[config.mk]
export PLATFORM = sky130hd
export DESIGN_NAME = countdown_timer_bank_flat
export DESIGN_NICKNAME = d
export VERILOG_FILES = /design/src/design/ctb_pkg.sv /design/src/design/ctb_if.sv /design/src/design/ctb_cell.sv /design/src/design/countdown_timer_bank.sv /design/src/flat_wrapper.sv
export SDC_FILE = /design/constraint.sdc
export NUM_CORES = 2
export LEC_CHECK = 0
export ABC_CLOCK_PERIOD_IN_PS = 3800
export BUFFER_PORTS_ARGS = -buffer_cell sky130_fd_sc_hd__buf_2
export CAP_MARGIN = 20
export CORE_ASPECT_RATIO = 1.4
export CORE_MARGIN = 10
export CORE_UTILIZATION = 50
export DETAILED_ROUTE_END_ITERATION = 8
export GPL_TIMING_DRIVEN = 1
export PLACE_DENSITY_LB_ADDON = 0.2
export RECOVER_POWER = 100
export SLEW_MARGIN = 10
export SYNTH_ARGS = -nofsm -noshare
export SYNTH_HDL_FRONTEND = slang
export SYNTH_SLANG_ARGS = --single-unit
[constraint.sdc]
create_clock -name clk -period 3.8 [get_ports clk]
set_input_delay 0 -clock clk [delete_from_list [all_inputs] [get_ports clk]]
set_output_delay 0 -clock clk [all_outputs]
set_load 0.005 [all_outputs]
[src/design/ctb_pkg.sv]
// ----------------------------------------------------------------------------
// ctb_pkg
// Shared types and constants for the countdown timer bank.
// ----------------------------------------------------------------------------
`default_nettype none

package ctb_pkg;

	localparam int NUM_TIMERS    = 8;
	localparam int IDX_W         = (NUM_TIMERS > 1) ? $clog2(NUM_TIMERS) : 1;
	localparam int REM_W         = 26;
	localparam int SECS_W        = 16;
	localparam int ELAPSED_W     = 16;
	localparam int OUT_IDX_W     = 3;
	localparam int ADDR_W        = 3;
	localparam int MS_PER_SECOND = 1000;

	typedef enum logic [1:0] {
		OP_TICK     = 2'd0,
		OP_SET      = 2'd1,
		OP_KILL     = 2'd2,
		OP_KILL_ALL = 2'd3
	} op_t;

	typedef struct packed {
		logic                 valid;
		op_t                  op;
		logic [REM_W-1:0]     load_ms;
		logic [ELAPSED_W-1:0] elapsed_ms;
	} cmd_t;

	typedef struct packed {
		logic             valid;
		logic             found;
		logic [IDX_W-1:0] idx;
		logic [REM_W-1:0] rem;
		logic             a_en;
		logic             a_exp;
	} tok_t;

endpackage

`default_nettype wire

[src/design/ctb_if.sv]
// ----------------------------------------------------------------------------
// ctb_if
// Valid/ready channels carrying request and result items of the timer bank.
// ----------------------------------------------------------------------------
`default_nettype none

interface ctb_req_if;
	logic                          valid;
	logic                          ready;
	logic [1:0]                    operation;
	logic [ctb_pkg::ADDR_W-1:0]    timer_index;
	logic [ctb_pkg::SECS_W-1:0]    set_seconds;
	logic [ctb_pkg::ELAPSED_W-1:0] elapsed_ms;

	modport source (output valid, operation, timer_index, set_seconds, elapsed_ms,
		input ready);
	modport sink (input valid, operation, timer_index, set_seconds, elapsed_ms,
		output ready);
endinterface

interface ctb_rsp_if;
	logic                          valid;
	logic                          ready;
	logic                          next_found;
	logic [ctb_pkg::OUT_IDX_W-1:0] next_index;
	logic [ctb_pkg::REM_W-1:0]     next_remaining_ms;
	logic                          addressed_enabled;
	logic                          addressed_expired;

	modport source (output valid, next_found, next_index, next_remaining_ms,
		addressed_enabled, addressed_expired, input ready);
	modport sink (input valid, next_found, next_index, next_remaining_ms,
		addressed_enabled, addressed_expired, output ready);
endinterface

`default_nettype wire

[src/design/ctb_cell.sv]
// ----------------------------------------------------------------------------
// ctb_cell
// One timer: holds enable and remaining time, applies the broadcast command
// and folds its own entry into the search token passing down the chain.
// ----------------------------------------------------------------------------
`default_nettype none

module ctb_cell (
	input  wire logic                      clk,
	input  wire logic                      arst_n,
	input  wire ctb_pkg::cmd_t             cmd,
	input  wire logic                      hit,
	input  wire logic [ctb_pkg::IDX_W-1:0] pos,
	input  wire ctb_pkg::tok_t             tok_in,
	output ctb_pkg::tok_t                  tok_out
);
	import ctb_pkg::*;

	logic             en_q;
	logic [REM_W-1:0] rem_q;
	logic             hit_q;
	tok_t             tok_q;
	tok_t             tok_d;
	logic [REM_W-1:0] elapsed_ext;

	assign elapsed_ext = REM_W'(cmd.elapsed_ms);

	always_ff @(posedge clk or negedge arst_n) begin
		if (!arst_n) begin
			en_q  <= 1'b0;
			rem_q <= '0;
			hit_q <= 1'b0;
		end else if (cmd.valid) begin
			hit_q <= hit;
			case (cmd.op)
				OP_TICK: begin
					if (en_q) begin
						rem_q <= (rem_q > elapsed_ext) ? (rem_q - elapsed_ext) : '0;
					end
				end
				OP_SET: begin
					if (hit) begin
						en_q  <= 1'b1;
						rem_q <= cmd.load_ms;
					end
				end
				OP_KILL: begin
					if (hit) begin
						en_q <= 1'b0;
					end
				end
				default: begin
					en_q <= 1'b0;
				end
			endcase
		end
	end

	// fold: strict less keeps the lower index on ties
	always_comb begin
		tok_d = tok_in;
		if (en_q && (!tok_in.found || (rem_q < tok_in.rem))) begin
			tok_d.found = 1'b1;
			tok_d.idx   = pos;
			tok_d.rem   = rem_q;
		end
		if (hit_q) begin
			tok_d.a_en  = en_q;
			tok_d.a_exp = en_q && (rem_q == '0);
		end
	end

	always_ff @(posedge clk or negedge arst_n) begin
		if (!arst_n) begin
			tok_q <= '0;
		end else begin
			tok_q <= tok_d;
		end
	end

	assign tok_out = tok_q;

endmodule

`default_nettype wire

[src/design/countdown_timer_bank.sv]
// ----------------------------------------------------------------------------
// countdown_timer_bank
// Bank of countdown timers with tick, set, kill and kill-all operations.
// ----------------------------------------------------------------------------
// Each timer lives in one cell of a chain. An accepted item updates every cell
// at the accepting edge; a search token then walks the chain one cell per
// cycle, picking the enabled timer with the least remaining time (lowest index
// on ties) and the addressed timer's flags. Each cell registers the token, and
// the result is registered into rsp once the token leaves the last cell. One
// item is handled at a time: req.ready rises again once the result has been
// taken.
// ----------------------------------------------------------------------------
`default_nettype none

module countdown_timer_bank (
	input  wire logic  clk,
	input  wire logic  arst_n,
	ctb_req_if.sink    req,
	ctb_rsp_if.source  rsp
);
	import ctb_pkg::*;

	logic                  busy_q;
	logic                  start_q;
	logic                  req_fire;
	logic                  rsp_fire;
	cmd_t                  cmd;
	logic [NUM_TIMERS-1:0] hit;
	logic [NUM_TIMERS-1:0] tok_valid;
	tok_t                  chain [NUM_TIMERS+1];

	assign req_fire  = req.valid && req.ready;
	assign rsp_fire  = rsp.valid && rsp.ready;
	assign req.ready = !busy_q;

	assign cmd.valid      = req_fire;
	assign cmd.op         = op_t'(req.operation);
	assign cmd.load_ms    = REM_W'(32'(req.set_seconds) * 32'(MS_PER_SECOND));
	assign cmd.elapsed_ms = req.elapsed_ms;

	always_comb begin
		chain[0]       = '0;
		chain[0].valid = start_q;
	end

	for (genvar i = 0; i < NUM_TIMERS; i++) begin : g_cell
		assign hit[i]       = (32'(req.timer_index) == 32'(i));
		assign tok_valid[i] = chain[i+1].valid;

		ctb_cell u_cell (
			.clk     (clk),
			.arst_n  (arst_n),
			.cmd     (cmd),
			.hit     (hit[i]),
			.pos     (IDX_W'(i)),
			.tok_in  (chain[i]),
			.tok_out (chain[i+1])
		);
	end

	always_ff @(posedge clk or negedge arst_n) begin
		if (!arst_n) begin
			busy_q    <= 1'b0;
			start_q   <= 1'b0;
			rsp.valid <= 1'b0;
		end else begin
			start_q <= req_fire;
			if (req_fire) begin
				busy_q <= 1'b1;
			end else if (rsp_fire) begin
				busy_q <= 1'b0;
			end
			if (chain[NUM_TIMERS].valid) begin
				rsp.valid <= 1'b1;
			end else if (rsp_fire) begin
				rsp.valid <= 1'b0;
			end
		end
	end

	always_ff @(posedge clk) begin
		if (chain[NUM_TIMERS].valid) begin
			rsp.next_found        <= chain[NUM_TIMERS].found;
			rsp.next_index        <= OUT_IDX_W'(chain[NUM_TIMERS].idx);
			rsp.next_remaining_ms <= chain[NUM_TIMERS].rem;
			rsp.addressed_enabled <= chain[NUM_TIMERS].a_en;
			rsp.addressed_expired <= chain[NUM_TIMERS].a_exp;
		end
	end

`ifndef SYNTHESIS
	a_one_in_flight: assert property (@(posedge clk) disable iff (!arst_n)
		$onehot0({tok_valid, start_q, rsp.valid}))
		else $error("more than one item in flight");

	a_hold_while_pending: assert property (@(posedge clk) disable iff (!arst_n)
		rsp.valid |-> !req.ready)
		else $error("request accepted while a result is pending");

	a_start_after_accept: assert property (@(posedge clk) disable iff (!arst_n)
		req_fire |=> start_q)
		else $error("search not launched after accepted item");

	a_busy_covers_work: assert property (@(posedge clk) disable iff (!arst_n)
		(start_q || (|tok_valid)) |-> busy_q)
		else $error("search running while bank reports idle");
`endif

endmodule

`default_nettype wire

[src/flat_wrapper.sv]
// flat-port wrapper written by rule: the top's interface ports become plain ports
module countdown_timer_bank_flat import ctb_pkg::*;
  (clk, arst_n, req_valid, req_operation, req_timer_index, req_set_seconds, req_elapsed_ms, req_ready, rsp_valid, rsp_next_found, rsp_next_index, rsp_next_remaining_ms, rsp_addressed_enabled, rsp_addressed_expired, rsp_ready);
  ctb_req_if req_i ();
  ctb_rsp_if rsp_i ();
  input  wire logic clk;
  input  wire logic arst_n;
  input wire logic [$bits(req_i.valid)-1:0] req_valid;
  input wire logic [$bits(req_i.operation)-1:0] req_operation;
  input wire logic [$bits(req_i.timer_index)-1:0] req_timer_index;
  input wire logic [$bits(req_i.set_seconds)-1:0] req_set_seconds;
  input wire logic [$bits(req_i.elapsed_ms)-1:0] req_elapsed_ms;
  output wire logic [$bits(req_i.ready)-1:0] req_ready;
  output wire logic [$bits(rsp_i.valid)-1:0] rsp_valid;
  output wire logic [$bits(rsp_i.next_found)-1:0] rsp_next_found;
  output wire logic [$bits(rsp_i.next_index)-1:0] rsp_next_index;
  output wire logic [$bits(rsp_i.next_remaining_ms)-1:0] rsp_next_remaining_ms;
  output wire logic [$bits(rsp_i.addressed_enabled)-1:0] rsp_addressed_enabled;
  output wire logic [$bits(rsp_i.addressed_expired)-1:0] rsp_addressed_expired;
  input wire logic [$bits(rsp_i.ready)-1:0] rsp_ready;
  assign req_i.valid = req_valid;
  assign req_i.operation = req_operation;
  assign req_i.timer_index = req_timer_index;
  assign req_i.set_seconds = req_set_seconds;
  assign req_i.elapsed_ms = req_elapsed_ms;
  assign req_ready = req_i.ready;
  assign rsp_valid = rsp_i.valid;
  assign rsp_next_found = rsp_i.next_found;
  assign rsp_next_index = rsp_i.next_index;
  assign rsp_next_remaining_ms = rsp_i.next_remaining_ms;
  assign rsp_addressed_enabled = rsp_i.addressed_enabled;
  assign rsp_addressed_expired = rsp_i.addressed_expired;
  assign rsp_i.ready = rsp_ready;
  countdown_timer_bank u_core (.clk(clk), .arst_n(arst_n), .req(req_i), .rsp(rsp_i));
endmodule
* After elaboration in Yosys (flattened, before gate mapping) *
Cells that the tools add are included.

operators by class
  add/sub/neg operators = 8
  $mul = 1
  div/mod/pow operators = 0
  $lt $le $gt $ge = 15
  eq/ne operators = 33
  shift-type cells = 0
  muxes and demuxes = 75
  bitwise gates (word level) = 1
  reductions and logical operators = 61

operator list
  operator                 number
  $mux W26                 24
  $pmux W26 S2             8
  $mux W30                 8
  $gt A26 B16 Y1           8
  $logic_not A26 Y1        8
  $sub A26 B16 Y26         8
  $lt A26 B26 Y1           7
  $reduce_and A4 Y1        16
  $ne A2 B2 Y1 const B     24
  $pmux W1 S3              8
  $mul A16 B7 Y23 const B  1
  $mux W1                  19
  $logic_and A1 B1 Y1      17
  $mux W2                  8
  $eq A3 B3 Y1 const B     4
  $logic_not A1 Y1         8
  $logic_or A1 B1 Y1       7
  $eq A3 B2 Y1 const B     2
  $reduce_bool A2 Y1       3
  $eq A3 B1 Y1 const B     1
  $logic_not A3 Y1         1
  $eq A2 B1 Y1 const B     1
  $eq A2 B2 Y1 const B     1
  $logic_not A2 Y1         1
  $not A1 Y1               1

word-level totals
  bits in registers = 523
  bits in latches = 0
  bits in writable memories = 0
  memory bits (read-only) = 0
  bits of input ports = 41
  output and inout bits = 34
  word-level logic and storage cells = 274
  memories = 0

* Longest topological paths before layout *
  word-level depth = 4
  mapped depth = 18

* Cells and area by module *
Synthesis repeated with hierarchy kept, for this count alone.

second synthesis, totals
  cells, all modules = 4287
  area total of the unflattened synthesis = 39270.2 sq um

modules (own cells, without submodules)
  module                                  instances  cells each  area an instance (sq um)
  ctb_cell (u_core.g_cell[1].u_cell ...)  4          497         4436.8
  ctb_cell (u_core.g_cell[5].u_cell ...)  2          476         4299.1
  ctb_cell (u_core.g_cell[0].u_cell)      1          500         4519.3
  ctb_cell (u_core.g_cell[7].u_cell)      1          489         4420.5
  countdown_timer_bank                    1          358         3985.1

* Worst setup path before layout *
No wires, ideal clock.

  kind = input -> register
  start = input req_set_seconds[3]
  end = register u_core.g_cell[7].u_cell.rem_q[18]
  library setup time = 134 ps
  arrival = 4366 ps
  required time = 3666 ps
  setup slack = -701 ps
  cell stages on the path = 17
  buffers on the path = 1
  cells stage by stage = inv_1 fa_1 fa_1 fa_1 fa_1 inv_1 ha_1 a21oi_1 o211ai_1 a2111oi_1 nor2_1 a31o_2 xor2_1 and2_1 clkbuf_1 o31ai_1 o21ai_0

between the ends
  word-level cells in the longest chain between the ends = 3

RTL lines
  what                  line                        source
  start, declared       flat_wrapper.sv:11          input wire logic [$bits(req_i.set_seconds)-1:0] req_set_seconds;
  $mul A16 B7 Y23       countdown_timer_bank.sv:38  assign cmd.load_ms = REM_W'(32'(req.set_seconds) * 32'(MS_PER_SECOND));
  $mux W26              ctb_cell.sv:42              if (hit) begin
  $pmux W26 S2          ctb_cell.sv:35              case (cmd.op)
  end signal, assigned  ctb_cell.sv:38              rem_q <= (rem_q > elapsed_ext) ? (rem_q - elapsed_ext) : '0;
  end signal, assigned  ctb_cell.sv:44              rem_q <= cmd.load_ms;
  end, declared         ctb_cell.sv:20              logic [REM_W-1:0] rem_q;

Every way passes these cells. The select of a mux whose other input is x is not followed.
A chain may end at the register's enable or synchronous reset.

==> out/metrics.cfg <==
[routing]
dr_total_vias = 28610
drtAntennaViolNets = 0
dr.pass1.iters = 5
drt_iter0_drc = 1731
wl_per_cell_um = 21.6
drc = 0
routed_wl_um = 106000
via_per_inst = 5.86

[timing]
relSlewSlack_pct = -59.8
tightest_slew_ns = 2.40
rsz0062_at_grt = true
finalCritPeriodShare_pct = 99.0
slew_viol_final = 126
hold_viol_final = 0
fmax_ghz = 0.266
min_period_ns = 3.76
fin_hold_ws_ns = 0.0633
finClkSkew_ns = 0.0369
setup_violations = 0

[clocking]
cts_max_level = 2
numCtsBuffers = 54
cts_root_buf = clkbuf_16
clockBufferDepth = 3
clkTransAtPathRegs_ns = 0.07
clock_sinks = 516
clk_latency_ns = 0.65
cts_tree = done

[yosys]
synthCells = 3655
yosysTopAreaCell = dfrtp_1
synth_ff_type = dfrtp_1
synth.most_common_cell = dfrtp_1
ys_async_sr_fraction_pct = 93.8
synth_common_cells = 484 x dfrtp_1, 356 x ha_1, 343 x inv_1
yosysTopAreaCellShare_pct = 34.9
ys_top_cells_by_area = dfrtp_1 35%, ha_1 13%, mux2_2 5.7%, a21oi_1 4.3%, o21ai_0 4.3%
synth_seq_area_share_pct = 37.7
syn-num-nets = 4114
syn_area_um2 = 34700
ys_types = 84
ys_ff_latch = 516
synth_edf_count = 32
syn_area_per_cell_um2 = 9.48
synth_warnings = 0

[worst_hold_path]
worstHoldPathType = primary input to flop

[global_route]
grt_pass1_vias = 29371
grt_pass1_wl_um = 163000
grt_usage_pct = 25.8
antenna_found_initial = 1
grt_max_degree = 98
grt_overflow = 0

[status]
outcome = finished, violations left
violations = capacitance limit, slew limit

[power]
p_leak_uw = 0.0189
ir_worst_vdd_v = 0.000524
p_per_area_nw_per_um2 = 834
p_total_uw = 33200

[cells_and_area]
syn_to_final_growth_pct = 14.9
drive_above_1_share_pct = 15.9
nets = 4373
fill_cells = 6076
antenna_cells = 0
post-route-util_pct = 57.8

[floorplanning]
coreArea_um2 = 68900
die_x_um = 243
dieArea_um2 = 80400
fp.dieH_um = 332
start_util_pct = 50.3
io_pins = 75
rows = 114

[worst_setup_path]
cp_cell_sequence = ha_1, nand4_1, or3_1, nor4_1, clkbuf_1, nor3_1, o211ai_1, a21oi_1, o21ai_2, clkbuf_2, mux2_2
slowest_delay_ns = 0.65
arrival_ns = 4.27
crit_required_ns = 4.31
worstSetupStartpointType = flop
cp_slowest_cell = clkbuf_2
crit_family = simple AND/OR/NAND/NOR gates
worstPathMaxFanout = 28
crit_buf_inv = 2
path_class = flop to flop
crit_path_end_kind = flop
rrSetupSlack_ns = 0.04

[placement]
dp_hpwl_um = 83300
place.gp.congestion = 1.00
portBuffers = 74

[job]
drv_cap = 2

-- registers in the layout, indices dropped and copies added (netlist names) --
signal	cells
u_core.busy_q	1
u_core.g_cell.u_cell.en_q	8
u_core.g_cell.u_cell.hit_q	8
u_core.g_cell.u_cell.rem_q	208
u_core.g_cell.u_cell.tok_out	257
u_core.rsp.addressed_enabled	1
u_core.rsp.addressed_expired	1
u_core.rsp.next_found	1
u_core.rsp.next_index	3
u_core.rsp.next_remaining_ms	26
u_core.rsp.valid	1
u_core.start_q	1
-- path summary, 6_finish.rpt --
check,startpoint,endpoint,cells past startpoint
min in group asynchronous,arst_n,u_core.g_cell[5].u_cell.tok_out[4]$_DFF_PN0_,2
max in group asynchronous,arst_n,u_core.g_cell[1].u_cell.tok_out[21]$_DFF_PN0_,3
setup / recovery,u_core.g_cell[3].u_cell.rem_q[19]$_DFFE_PN0P_,u_core.g_cell[3].u_cell.tok_out[24]$_DFF_PN0_,11
hold / removal,req_valid,u_core.g_cell[6].u_cell.hit_q$_DFFE_PN0P_,4
setup reg to reg,u_core.g_cell[3].u_cell.rem_q[19]$_DFFE_PN0P_,u_core.g_cell[3].u_cell.tok_out[24]$_DFF_PN0_,11
hold reg to reg,u_core.g_cell[0].u_cell.tok_out[32]$_DFF_PN0_,u_core.g_cell[1].u_cell.tok_out[32]$_DFF_PN0_,0
-- power breakdown --
part           internal [uW]  total [uW]  switching [uW]
Clock                   2830        5190            2360
Sequential              7110        8610            1500
Combinational           8620       19400           10800
Total                  18600       33200           14700
-- tightest hold or removal path: stages --
cell and delay [ns]:
buf_2 0.09, nand2_1 0.34, nand2_1 0.19, nand2_1 0.04
-- placed cells by master (no fill, tap or decap), types with 55 or more instances in the layout --
| master | netlist | layout |
|---|---|---|
| a21oi_1 | 296 | 287 |
| nand2_1 | 290 | 282 |
| buf_4 | 0 | 186 |
| clkbuf_1 | 106 | 71 |
| dfrtp_1 | 484 | 484 |
| inv_1 | 343 | 330 |
| mux2_2 | 176 | 166 |
| fa_1 | 62 | 55 |
| o21ai_0 | 296 | 268 |
| ha_1 | 356 | 347 |
| nor3_1 | 65 | 62 |
| nor2_1 | 165 | 163 |
| a21o_1 | 108 | 108 |
| xnor2_1 | 78 | 75 |
-- through the flow --
step	std cells	area [um^2]	setup slack [ns]	setup TNS, ns
2_1_floorplan	3655	34900	-0.310	-4.56
3_3_place_gp	4767	37900	-0.769	-49.29
3_5_place_dp	4767	37900	-0.870	-54.12
4_1_cts	4880	39800	-0.00501	-0.00501
5_1_grt	4886	39800	-0.105	-1.73
6_report	4886	39800	0.0381	0
-- metal layers --
| metal | up-vias | share of wire, % | routed length (um) | track usage (%) |
|---|---|---|---|---|
| li1 | 13614 | - | - | - |
| met1 | 13865 | 36 | 38400 | 26.6 |
| met2 | 780 | 51 | 54000 | 46.8 |
| met3 | 349 | 3.5 | 3650 | 2.75 |
| met4 | 2 | 9.0 | 9510 | 20.3 |
| met5 | - | 0.010 | 11 | 0 |
-- repair_timing --
action | 4_1_cts | 5_1_grt
hold buffers | 13 | 0
setup endpoints to repair | 16 | 67
resized for setup | 4 | 73
gates cloned | 0 | 1
pin swaps | 1 | 23
setup buffers | 0 | 5
endpoints found under the hold margin | 120 | 0
-- logic make-up (layout without fill, tap and decap cells) --
family	Yosys count	after routing	synth area share [%]
DFF	516	516	37.7
xor gates and xnor gates	113	113	2.86
adders and majority gates	418	418	16.4
buffers and inverters	468	770	5.15
and+or+nand+nor	875	876	12.4
AOI/OAI and AO/OA	1065	1065	19.0
muxes	200	200	6.41
-- final cells by class --
class	instances	area, um^2	share of cell area [%]
multi-input cells	2672	20200	50.8
flip-flops and latches	516	13100	32.8
repair buffers	327	2350	5.91
clock buffers	77	1540	3.86
inverters	343	1310	3.29
well taps	928	1160	2.91
clock inverters	23	174	0.437
Note: power is estimated with default switching activity, not from simulation.
